### config.mk
export PLATFORM = sky130hd
export DESIGN_NAME = led_status_blink_controller
export DESIGN_NICKNAME = d
export VERILOG_FILES = /design/src/lsbc_pkg.sv /design/src/led_status_blink_controller.sv
export SDC_FILE = /design/constraint.sdc
export NUM_CORES = 1
export LEC_CHECK = 0
export BUFFER_PORTS_ARGS = -buffer_cell sky130_fd_sc_hd__buf_2
export CAP_MARGIN = 20
export CORE_MARGIN = 8
export CORE_UTILIZATION = 50
export DETAILED_ROUTE_END_ITERATION = 10
export PLACE_DENSITY = 0.64
export REMOVE_ABC_BUFFERS = 1
export SKIP_LAST_GASP = 1
export SYNTH_ARGS = -nofsm -noshare
export SYNTH_HDL_FRONTEND = slang
export SYNTH_SLANG_ARGS = --single-unit
### constraint.sdc
create_clock -name clk -period 6.11 [get_ports clk]
set_input_delay 0.611 -clock clk [delete_from_list [all_inputs] [get_ports clk]]
set_output_delay 0.611 -clock clk [all_outputs]
set_load 0.05 [all_outputs]
### src/lsbc_pkg.sv
// Shared types, codes and blink pattern ROM for the LED status blink controller.
package lsbc_pkg;

  // Status codes in priority order, highest first
  typedef enum logic [2:0] {
    ST_ALARM   = 3'd0,
    ST_LICENSE = 3'd1,
    ST_RLY_ERR = 3'd2,
    ST_ACTIVE  = 3'd3,
    ST_WAITING = 3'd4,
    ST_NOGPS   = 3'd5,
    ST_IDLE    = 3'd6
  } status_t;

  // Blink phases; code 3 is never entered
  typedef enum logic [1:0] {
    PH_ON    = 2'd0,
    PH_OFF   = 2'd1,
    PH_PAUSE = 2'd2
  } phase_t;

  // Relay mode field codes
  localparam logic [1:0] RLY_WAITING = 2'd1;
  localparam logic [1:0] RLY_ACTIVE  = 2'd2;
  localparam logic [1:0] RLY_ERROR   = 2'd3;

  localparam int unsigned DUR_W = 13;  // widest duration is 4900 ms

  // Deadline used by the solid pattern
  localparam logic [31:0] DEADLINE_SOLID = 32'hFFFF_FFFF;

  // Deadline after reset: idle pattern armed at time 0
  localparam logic [31:0] DEADLINE_RST = 32'd100;

  typedef struct packed {
    logic [DUR_W-1:0] on_ms;
    logic [DUR_W-1:0] off_ms;
    logic [2:0]       pulses;
    logic [DUR_W-1:0] rest_ms;
    logic             solid;
  } pattern_t;

  // Input transaction
  typedef struct packed {
    logic [31:0] now_ms;
    logic        relay_valid;
    logic        relay_alarm;
    logic [1:0]  relay_mode;
    logic        relay_synced;
    logic        rental_lapsed;
    logic        gnss_3d_lock;
  } in_item_t;

  // Result transaction
  typedef struct packed {
    logic       led_on;
    logic [2:0] status_code;
  } out_item_t;

  // Pattern ROM; the unused code shares the idle pattern
  function automatic pattern_t pattern_lookup(input logic [2:0] code);
    pattern_t p;
    p = '{on_ms: 13'd100, off_ms: 13'd4900, pulses: 3'd0, rest_ms: 13'd0, solid: 1'b0};
    unique case (code)
      ST_ALARM:   p = '{13'd50,  13'd50,   3'd0, 13'd0,    1'b0};
      ST_LICENSE: p = '{13'd100, 13'd150,  3'd5, 13'd3000, 1'b0};
      ST_RLY_ERR: p = '{13'd200, 13'd200,  3'd3, 13'd2000, 1'b0};
      ST_ACTIVE:  p = '{13'd100, 13'd400,  3'd0, 13'd0,    1'b0};
      ST_WAITING: p = '{13'd0,   13'd0,    3'd0, 13'd0,    1'b1};
      ST_NOGPS:   p = '{13'd600, 13'd1400, 3'd0, 13'd0,    1'b0};
      default:    p = '{13'd100, 13'd4900, 3'd0, 13'd0,    1'b0};
    endcase
    return p;
  endfunction

endpackage

### src/led_status_blink_controller.sv
// Top level: status priority select and blink state machine with registered in/out.
//
//  channel | handshake            | payload
//  --------+----------------------+-------------------------------
//  in      | in_valid / in_stall  | in_item  (lsbc_pkg::in_item_t)
//  out     | out_valid / out_stall| out_item (lsbc_pkg::out_item_t)
//  cfg     | cfg_valid / cfg_ready| cfg_data (led_output_enable)
//
// One transaction is accepted per cycle into the input register while in_stall is low;
// its result is loaded into the result register once that register is free.
// rst_n is synchronous: idle status, ON phase, deadline 100, LED level on, output enabled.
// out_stall holds the result register; the input register keeps taking a
// transaction while the result register is free or being drained.
module led_status_blink_controller (
  input  logic                clk,
  input  logic                rst_n,
  input  logic                in_valid,
  output logic                in_stall,
  input  lsbc_pkg::in_item_t  in_item,
  output logic                out_valid,
  input  logic                out_stall,
  output lsbc_pkg::out_item_t out_item,
  input  logic                cfg_valid,
  output logic                cfg_ready,
  input  logic                cfg_data
);
  import lsbc_pkg::*;

  // Pipeline control
  logic      s1_valid_r;
  in_item_t  s1_item_r;
  logic      out_valid_r;
  out_item_t out_item_r;
  logic      out_free;
  logic      advance;

  // Blink machine state
  logic         enable_r;
  status_t      status_r,   status_nxt;
  phase_t       phase_r,    phase_nxt;
  logic [2:0]   count_r,    count_nxt;
  logic [31:0]  deadline_r, deadline_nxt;
  logic         level_r,    level_nxt;

  status_t      sel_status;
  pattern_t     cur_pat;
  pattern_t     new_pat;
  logic [31:0]  since;
  logic         reached;
  logic [2:0]   count_inc;
  out_item_t    result;

  assign out_free  = !out_valid_r || !out_stall;
  assign advance   = s1_valid_r && out_free;
  assign in_stall  = s1_valid_r && !out_free;
  assign out_valid = out_valid_r;
  assign out_item  = out_item_r;
  assign cfg_ready = 1'b1;

  // Enable register
  always_ff @(posedge clk) begin
    if (!rst_n) begin
      enable_r <= 1'b1;
    end else if (cfg_valid && cfg_ready) begin
      enable_r <= cfg_data;
    end
  end

  // Input register
  always_ff @(posedge clk) begin
    if (!rst_n) begin
      s1_valid_r <= 1'b0;
    end else if (in_valid && !in_stall) begin
      s1_valid_r <= 1'b1;
    end else if (advance) begin
      s1_valid_r <= 1'b0;
    end
  end

  always_ff @(posedge clk) begin
    if (in_valid && !in_stall) begin
      s1_item_r <= in_item;
    end
  end

  // Priority status select
  always_comb begin
    priority if (s1_item_r.relay_valid && s1_item_r.relay_alarm) begin
      sel_status = ST_ALARM;
    end else if (s1_item_r.rental_lapsed) begin
      sel_status = ST_LICENSE;
    end else if (s1_item_r.relay_valid && s1_item_r.relay_mode == RLY_ERROR) begin
      sel_status = ST_RLY_ERR;
    end else if (s1_item_r.relay_valid && s1_item_r.relay_mode == RLY_ACTIVE) begin
      sel_status = ST_ACTIVE;
    end else if (s1_item_r.relay_valid && s1_item_r.relay_mode == RLY_WAITING
                 && s1_item_r.relay_synced) begin
      sel_status = ST_WAITING;
    end else if (!s1_item_r.gnss_3d_lock) begin
      sel_status = ST_NOGPS;
    end else begin
      sel_status = ST_IDLE;
    end
  end

  assign cur_pat   = pattern_lookup(status_r);
  assign new_pat   = pattern_lookup(sel_status);
  assign since     = s1_item_r.now_ms - deadline_r;
  assign reached   = !since[31];
  assign count_inc = count_r + 3'd1;

  // Blink machine next state
  always_comb begin
    status_nxt   = status_r;
    phase_nxt    = phase_r;
    count_nxt    = count_r;
    deadline_nxt = deadline_r;
    level_nxt    = level_r;
    if (sel_status != status_r) begin
      // re-arm on status change
      status_nxt   = sel_status;
      phase_nxt    = PH_ON;
      count_nxt    = 3'd0;
      deadline_nxt = new_pat.solid ? DEADLINE_SOLID
                   : s1_item_r.now_ms + {{(32-DUR_W){1'b0}}, new_pat.on_ms};
      level_nxt    = 1'b1;
    end else if (cur_pat.solid) begin
      level_nxt = 1'b1;
    end else if (reached) begin
      unique case (phase_r)
        PH_ON: begin
          level_nxt = 1'b0;
          if (cur_pat.pulses == 3'd0) begin
            phase_nxt    = PH_OFF;
            deadline_nxt = s1_item_r.now_ms + {{(32-DUR_W){1'b0}}, cur_pat.off_ms};
          end else if (count_inc < cur_pat.pulses) begin
            count_nxt    = count_inc;
            phase_nxt    = PH_OFF;
            deadline_nxt = s1_item_r.now_ms + {{(32-DUR_W){1'b0}}, cur_pat.off_ms};
          end else begin
            count_nxt    = 3'd0;
            phase_nxt    = PH_PAUSE;
            deadline_nxt = s1_item_r.now_ms + {{(32-DUR_W){1'b0}}, cur_pat.rest_ms};
          end
        end
        PH_OFF, PH_PAUSE: begin
          if (phase_r == PH_PAUSE) begin
            count_nxt = 3'd0;
          end
          level_nxt    = 1'b1;
          phase_nxt    = PH_ON;
          deadline_nxt = s1_item_r.now_ms + {{(32-DUR_W){1'b0}}, cur_pat.on_ms};
        end
        default: begin
          // unused phase code: hold
          phase_nxt = phase_r;
        end
      endcase
    end
  end

  // Result of the update
  always_comb begin
    result.led_on      = level_nxt & enable_r;
    result.status_code = status_nxt;
  end

  // Blink machine state registers
  always_ff @(posedge clk) begin
    if (!rst_n) begin
      status_r   <= ST_IDLE;
      phase_r    <= PH_ON;
      count_r    <= 3'd0;
      deadline_r <= DEADLINE_RST;
      level_r    <= 1'b1;
    end else if (advance) begin
      status_r   <= status_nxt;
      phase_r    <= phase_nxt;
      count_r    <= count_nxt;
      deadline_r <= deadline_nxt;
      level_r    <= level_nxt;
    end
  end

  // Result register
  always_ff @(posedge clk) begin
    if (!rst_n) begin
      out_valid_r <= 1'b0;
    end else if (advance) begin
      out_valid_r <= 1'b1;
    end else if (!out_stall) begin
      out_valid_r <= 1'b0;
    end
  end

  always_ff @(posedge clk) begin
    if (advance) begin
      out_item_r <= result;
    end
  end

  // LED level is high exactly in the ON phase
  a_level_phase: assert property (@(posedge clk) disable iff (!rst_n)
    level_r == (phase_r == PH_ON))
    else $error("LED level out of step with blink phase");

  // Patterns without bursts never count pulses
  a_count_idle: assert property (@(posedge clk) disable iff (!rst_n)
    (cur_pat.pulses == 3'd0) |-> (count_r == 3'd0))
    else $error("pulse count set on a non-burst pattern");

  // Solid pattern parks the deadline
  a_solid_deadline: assert property (@(posedge clk) disable iff (!rst_n)
    (status_r == ST_WAITING) |-> (deadline_r == DEADLINE_SOLID))
    else $error("solid pattern with a live deadline");

  // A held input transaction is not dropped
  a_hold_input: assert property (@(posedge clk) disable iff (!rst_n)
    (s1_valid_r && !out_free) |=> (s1_valid_r && $stable(s1_item_r)))
    else $error("input transaction lost while result stalled");

endmodule

Word-level counts from Yosys, hierarchy flattened

Index checks and enable logic that the tools add are counted.

Register bits after elaboration: 87
Input bits: 45
Output and inout port bits: 7

$add $sub $neg: 6
Reductions and logical operators: 22
$lt $le $gt $ge: 1
Eq/ne operators: 21
Bitwise logic cells: 1
Mux-type cells: 37

Operators by type and width:

| cell                                           | number |
|---|---|
| case mux 40 bit (6 select lines)               | 2 |
| 2-to-1 mux 32 bit                              | 6 |
| adder 32 x 13 -> 32 bit                        | 4 |
| case mux 32 bit (2 select lines)               | 1 |
| 2-to-1 mux 3 bit                               | 11 |
| subtractor 32 bit                              | 1 |
| 2-to-1 mux 2 bit                               | 7 |
| == test 3 x 2 -> 1 bit (second input constant) | 4 |
| == test 3 bit (second input constant)          | 4 |
| logical NOT 3 bit                              | 3 |
| logical AND 1 bit                              | 8 |
| 2-to-1 mux 1 bit                               | 7 |
| == test 2 bit (second input constant)          | 3 |
| == test 3 x 1 -> 1 bit (second input constant) | 2 |
| != test 2 x 1 -> 1 bit (second input constant) | 3 |
| != test 3 bit (second input constant)          | 2 |
| case mux 3 bit (2 select lines)                | 1 |
| AND reduction 6 bit                            | 1 |
| == test 2 x 1 -> 1 bit (second input constant) | 2 |
| logical NOT 1 bit                              | 4 |
| case mux 2 bit (2 select lines)                | 1 |
| AND reduction 4 bit                            | 1 |
| adder 3 x 1 -> 3 bit (second input constant)   | 1 |
| < comparator 3 bit                             | 1 |
| other kinds (8)                                | 8 |

Depth between registers and ports, before layout

Word-level depth: 13
Mapped depth: 17
Mapped depth without buffers: 17

Worst setup path after synthesis

Ideal clock, no wire load.

Path kind: register to register
From: reg s1_item_r[6] in the netlist's numbering
To: reg deadline_r[30]
Library setup time: 0.119 ns
Path buffers: 1
Stages on the path, launching flop included: 16
Data arrival time: 3.570 ns
Path slack: 2.421 ns
Cell sequence: edfxtp_1 > and3b_1 > a311oi_1 > or2_2 > clkbuf_1 > nor3_1 > or2_2 > ha_1 > o211ai_1 > a211o_1 > or2_2 > nor2_1 > o221ai_2 > nor3_2 > xor2_1 > o221a_2

Word-level cells in the longest chain between the ends: 12
Elaborated cells between the ends (all ways): 25

RTL lines:

| item                                  | line                               | RTL |
|---|---|---|
| from (decl)                           | led_status_blink_controller.sv:31  | `in_item_t s1_item_r;` |
| from (signal assigned)                | led_status_blink_controller.sv:82  | `s1_item_r <= in_item;` |
| logical AND 1 bit                     | led_status_blink_controller.sv:96  | `end else if (s1_item_r.relay_valid && s1_item_r.relay_mode == RLY_WAITING` |
| logical AND 1 bit                     | led_status_blink_controller.sv:97  | `&& s1_item_r.relay_synced) begin` |
| 2-to-1 mux 2 bit                      | led_status_blink_controller.sv:96  |  |
| 2-to-1 mux 3 bit                      | led_status_blink_controller.sv:94  | `end else if (s1_item_r.relay_valid && s1_item_r.relay_mode == RLY_ACTIVE) begin` |
| 2-to-1 mux 3 bit                      | led_status_blink_controller.sv:92  | `end else if (s1_item_r.relay_valid && s1_item_r.relay_mode == RLY_ERROR) begin` |
| 2-to-1 mux 3 bit                      | led_status_blink_controller.sv:90  | `end else if (s1_item_r.rental_lapsed) begin` |
| 2-to-1 mux 3 bit *                    | led_status_blink_controller.sv:88  | `priority if (s1_item_r.relay_valid && s1_item_r.relay_alarm) begin` |
| == test 3 bit (tied with other cells) | lsbc_pkg.sv:64                     | `unique case (code)` |
| case mux 40 bit (6 select lines)      | lsbc_pkg.sv:64                     |  |
| adder 32 x 13 -> 32 bit               | led_status_blink_controller.sv:125 | `: s1_item_r.now_ms + {{(32-DUR_W){1'b0}}, new_pat.on_ms};` |
| 2-to-1 mux 32 bit                     | led_status_blink_controller.sv:124 | `deadline_nxt = new_pat.solid ? DEADLINE_SOLID` |
| 2-to-1 mux 32 bit                     | led_status_blink_controller.sv:119 | `if (sel_status != status_r) begin` |
| to (signal assigned)                  | led_status_blink_controller.sv:180 | `deadline_r <= deadline_nxt;` |
| to (decl)                             | led_status_blink_controller.sv:42  | `logic [31:0] deadline_r, deadline_nxt;` |

Every way passes the cells marked *; elsewhere a longest branch is shown, timed or not.
A chain may end at the register's enable or synchronous reset.

Final worst setup path

From: reg s1_item_r[6] in the netlist's numbering
To: reg deadline_r[23]

The elaborated chain is that of the path after synthesis.

==> flow_results.xml <==
<?xml version="1.0" encoding="UTF-8"?>
<metrics>
  <group name="timing">
    <metric name="grt_setup_unrepaired" unit="">false</metric>
    <metric name="period_needed" unit="ps">4420</metric>
    <metric name="worst_slew_pin_slew" unit="ps">1060</metric>
    <metric name="max_slew_margin" unit="">0.293</metric>
    <metric name="fin_setup_tns" unit="ps">0</metric>
    <metric name="finalMaxSlewViolations" unit="">0</metric>
    <metric name="clock_skew" unit="ps">8.68</metric>
    <metric name="maxClockFrequency" unit="MHz">226</metric>
    <metric name="final_hold_viol_count" unit="">0</metric>
    <metric name="fin_crit_sh" unit="">0.723</metric>
    <metric name="final.hold.worst_slack" unit="ps">442</metric>
    <metric name="setup_violations" unit="">0</metric>
  </group>
  <group name="cts">
    <metric name="clkSinkCount" unit="">87</metric>
    <metric name="cts_post_setup_buffers_inserted" unit="">0</metric>
    <metric name="cts.hold.buffers_added" unit="">0</metric>
    <metric name="path_clk_slew" unit="ps">60</metric>
    <metric name="clk_latency" unit="ps">340</metric>
    <metric name="cts.repair.resized" unit="">0</metric>
    <metric name="ctsRootBufferMaster" unit="">sky130_fd_sc_hd__clkbuf_16</metric>
    <metric name="tritoncts.num_buffers" unit="">9</metric>
    <metric name="max-clock-path-buffers" unit="">2</metric>
    <metric name="tritoncts" unit="">done</metric>
    <metric name="cts.htree.levels" unit="">3</metric>
  </group>
  <group name="place">
    <metric name="placed_cells_incl_taps" unit="">1024</metric>
    <metric name="place_hpwl" unit="mm">15.4</metric>
    <metric name="routabilityCongestion" unit="">0.903</metric>
    <metric name="portBuffers" unit="">50</metric>
  </group>
  <group name="power_and_ir_drop">
    <metric name="vdd_ir_drop_max" unit="mV">0.188</metric>
    <metric name="areal_power_density_over_the_cells" unit="nW/um2">236</metric>
    <metric name="power.leakage" unit="nW">3.10</metric>
  </group>
  <group name="floorplan">
    <metric name="die_w" unit="um">134</metric>
    <metric name="core_area" unit="um2">13800</metric>
    <metric name="die_h" unit="um">134</metric>
    <metric name="io-pin-count" unit="">52</metric>
    <metric name="die_area" unit="um2">18000</metric>
    <metric name="initial_core_util" unit="">0.508</metric>
    <metric name="rows" unit="">43</metric>
  </group>
  <group name="logic_synthesis">
    <metric name="ys_warn_count" unit="">0</metric>
    <metric name="syn-instance-count" unit="">825</metric>
    <metric name="async_reset_ff_frac" unit="">0</metric>
    <metric name="synth_area" unit="um2">7000</metric>
    <metric name="synth_seq_cells" unit="">87</metric>
    <metric name="sequential_fraction_of_the_synthesis_area" unit="">0.310</metric>
    <metric name="number_of_synthesized_flops_with_an_enable_pin" unit="">43</metric>
    <metric name="netlist_top_cells_area" unit="">sky130_fd_sc_hd__edfxtp_1 18%, sky130_fd_sc_hd__ha_1 13%, sky130_fd_sc_hd__dfxtp_1 13%, sky130_fd_sc_hd__a21oi_1 4.4%, sky130_fd_sc_hd__nand2_1 4.3%</metric>
    <metric name="yosysUniqueCellTypes" unit="">72</metric>
    <metric name="synth_top_area_frac" unit="">0.185</metric>
    <metric name="ys.flop_type" unit="">sky130_fd_sc_hd__dfxtp_1</metric>
    <metric name="synth_area_per_cell" unit="um2">8.48</metric>
    <metric name="yosysTopAreaCell" unit="">sky130_fd_sc_hd__edfxtp_1</metric>
  </group>
  <group name="final_layout">
    <metric name="filler_cell_count" unit="">1282</metric>
    <metric name="regArea" unit="um2">2170</metric>
    <metric name="finish.cell_count_without_fillers" unit="">1041</metric>
    <metric name="multi_input_area" unit="um2">4460</metric>
    <metric name="antenna_cells" unit="">0</metric>
    <metric name="layout_commonest_cell" unit="">sky130_fd_sc_hd__nand2_1</metric>
    <metric name="drive_gt1_frac" unit="">0.123</metric>
    <metric name="syn2layout_area_growth" unit="%">9.78</metric>
    <metric name="fin_nets" unit="">976</metric>
    <metric name="mostFrequentLayoutCells" unit="">80 x sky130_fd_sc_hd__nand2_1, 71 x sky130_fd_sc_hd__ha_1, 61 x sky130_fd_sc_hd__a21oi_1</metric>
  </group>
  <group name="setup_path">
    <metric name="data_required_time_of_the_worst_path" unit="ps">6340</metric>
    <metric name="timing.reg2reg.worst_path_depth" unit="">14</metric>
    <metric name="crit_path_max_incr_delay" unit="ps">560</metric>
    <metric name="critical_path.startpoint_type" unit="">register</metric>
    <metric name="setup.worst_path.end_class" unit="">register</metric>
    <metric name="timing_worst_setup_path_type" unit="">reg -&gt; reg</metric>
    <metric name="crit_family" unit="">simple AND/OR/NAND/NOR gates</metric>
    <metric name="critical_path_cell_list" unit="">and3b_1 -&gt; a311oi_1 -&gt; or2_2 -&gt; nor3_1 -&gt; or2_2 -&gt; ha_1 -&gt; a21o_1 -&gt; a21oi_1 -&gt; o21ai_0 -&gt; nand3_1 -&gt; mux2_2 -&gt; nor3_1 -&gt; xor2_1 -&gt; o221a_2</metric>
    <metric name="critical-path-slowest-cell" unit="">sky130_fd_sc_hd__a311oi_1</metric>
    <metric name="timing.critical_path.depth" unit="">14</metric>
    <metric name="crit_arrival" unit="ps">4650</metric>
    <metric name="path_max_fanout" unit="">10</metric>
    <metric name="critical_path_buf_inv_count" unit="">0</metric>
  </group>
  <group name="routing">
    <metric name="dr.pass1.iters" unit="">6</metric>
    <metric name="routed_wire_length_per_instance" unit="um">19.8</metric>
    <metric name="detail_route.iter0.violations" unit="">607</metric>
    <metric name="post_drt_via_cell_ratio" unit="">6.09</metric>
    <metric name="dr_total_vias" unit="">6344</metric>
    <metric name="drc_errors" unit="">0</metric>
    <metric name="detail-route-antenna-nets" unit="">0</metric>
    <metric name="postRouteWirelength" unit="mm">20.7</metric>
  </group>
  <group name="grt">
    <metric name="grt_pass1_wl" unit="mm">32.7</metric>
    <metric name="grt_overflow" unit="">0</metric>
    <metric name="grt_use_total" unit="">0.229</metric>
    <metric name="via_count_of_the_first_global_routing_pass" unit="">6240</metric>
    <metric name="grt_max_degree" unit="">40</metric>
    <metric name="grt_antenna_before_repair" unit="">0</metric>
  </group>
  <group name="job">
    <metric name="number_of_max_capacitance_violations_reported" unit="">0</metric>
  </group>
  <group name="hold_path">
    <metric name="timing.hold.worst.class" unit="">in -&gt; reg</metric>
    <metric name="worst_hold_path.num_cells" unit="">1</metric>
  </group>
  <group name="outcome">
    <metric name="run_status" unit="">finished clean</metric>
  </group>
</metrics>
==> flip-flops by register name, summed over array words and instances, names as in the netlist <==
| name | flops |
|---|---|
| s1_item_r | 39 |
| deadline_r | 32 |
| out_item | 4 |
| count_r | 3 |
| status_r | 3 |
| phase_r | 2 |
| enable_r | 1 |
| level_r | 1 |
| out_valid | 1 |
| s1_valid_r | 1 |
==> Yosys cell counts (4+ instances only) <==
cell type and count:
sky130_fd_sc_hd__a2111oi_0 4, sky130_fd_sc_hd__a211oi_1 16, sky130_fd_sc_hd__a21boi_0 4, sky130_fd_sc_hd__a21o_1 10
sky130_fd_sc_hd__a21oi_1 61, sky130_fd_sc_hd__a31oi_1 8, sky130_fd_sc_hd__and3_1 10, sky130_fd_sc_hd__buf_2 9
sky130_fd_sc_hd__buf_4 4, sky130_fd_sc_hd__clkbuf_1 24, sky130_fd_sc_hd__dfxtp_1 44, sky130_fd_sc_hd__edfxtp_1 43
sky130_fd_sc_hd__fa_1 4, sky130_fd_sc_hd__ha_1 71, sky130_fd_sc_hd__inv_1 55, sky130_fd_sc_hd__mux2i_1 5
sky130_fd_sc_hd__nand2_1 80, sky130_fd_sc_hd__nand2b_1 13, sky130_fd_sc_hd__nand3_1 22, sky130_fd_sc_hd__nand4_1 10
sky130_fd_sc_hd__nor2_1 60, sky130_fd_sc_hd__nor2b_1 9, sky130_fd_sc_hd__nor3_1 23, sky130_fd_sc_hd__o211ai_1 11
sky130_fd_sc_hd__o21a_1 9, sky130_fd_sc_hd__o21ai_0 56, sky130_fd_sc_hd__o21bai_1 5, sky130_fd_sc_hd__o221a_2 10
sky130_fd_sc_hd__o221ai_1 7, sky130_fd_sc_hd__o22ai_1 9, sky130_fd_sc_hd__o311ai_0 7, sky130_fd_sc_hd__o31ai_1 4
sky130_fd_sc_hd__or2_2 12, sky130_fd_sc_hd__xnor2_1 26, sky130_fd_sc_hd__xor2_1 26
==> area by class of cell <==
type,instances,area share
clock buffers,13,0.0326
multi-input cells,645,0.580
clock inverters,3,0.00570
well taps,180,0.0293
flip-flops and latches,87,0.283
inverters,56,0.0274
repair buffers,57,0.0420
==> cells by family (layout without fill, tap and decap cells) <==
| group | after synthesis | count (layout) | synth area share |
|---|---|---|---|
| buffers and inverters | 93 | 129 | 0.0536 |
| multiplexers | 6 | 6 | 0.00876 |
| other | 1 | 1 | 0.000536 |
| flip-flops | 87 | 87 | 0.310 |
| AO/OA/AOI/OAI | 254 | 254 | 0.247 |
| adder cells (fa/ha/maj) | 75 | 75 | 0.138 |
| AND/OR/NAND/NOR | 257 | 257 | 0.176 |
| XOR/XNOR | 52 | 52 | 0.0651 |
==> where the power goes <==
| group | switching [W] | total, W | internal, W |
|---|---|---|---|
| Clock | 0.000227 | 0.000557 | 0.000330 |
| Combinational | 0.000326 | 0.000540 | 0.000214 |
| Sequential | 0.0000506 | 0.000715 | 0.000665 |
| Total | 0.000603 | 0.00181 | 0.00121 |
==> metrics by stage <==
| stage | worst slack, ps | power, W | area (um2) | util |
|---|---|---|---|---|
| 3_5_place_dp | 1740 | 0.00125 | 7360 | 0.534 |
| 2_1_floorplan | 2540 | 0.00109 | 6830 | - |
| 3_3_place_gp | 1820 | 0.00124 | 7360 | 0.534 |
| 5_1_grt | 1440 | 0.00191 | 7680 | 0.558 |
| 4_1_cts | 1720 | 0.00181 | 7650 | 0.556 |
| 6_report | 1690 | 0.00181 | 7680 | 0.558 |
==> worst paths after layout <==
kind / start / to / slack, ps
worst max register to register: s1_item_r[6]$_DFFE_PP_ / deadline_r[23]$_SDFFE_PN0P_ / 1690
worst max-delay path: s1_item_r[6]$_DFFE_PP_ / deadline_r[23]$_SDFFE_PN0P_ / 1690
worst min-delay path: in_item[25] / s1_item_r[25]$_DFFE_PP_ / 440
worst min register to register: deadline_r[7]$_SDFFE_PN0P_ / deadline_r[7]$_SDFFE_PN0P_ / 450
==> routing by layer <==
metal / GRT usage / vias up / share of wire / wire, um
li1: - / 3108 / - / -
met4: 0.0749 / 0 / 0.023 / 466
met5: 0 / - / 0 / 0
met1: 0.320 / 3004 / 0.48 / 9970
met3: 0.0385 / 26 / 0.055 / 1140
met2: 0.350 / 206 / 0.44 / 9090
No activity file was read; power rests on OpenSTA's default activity.
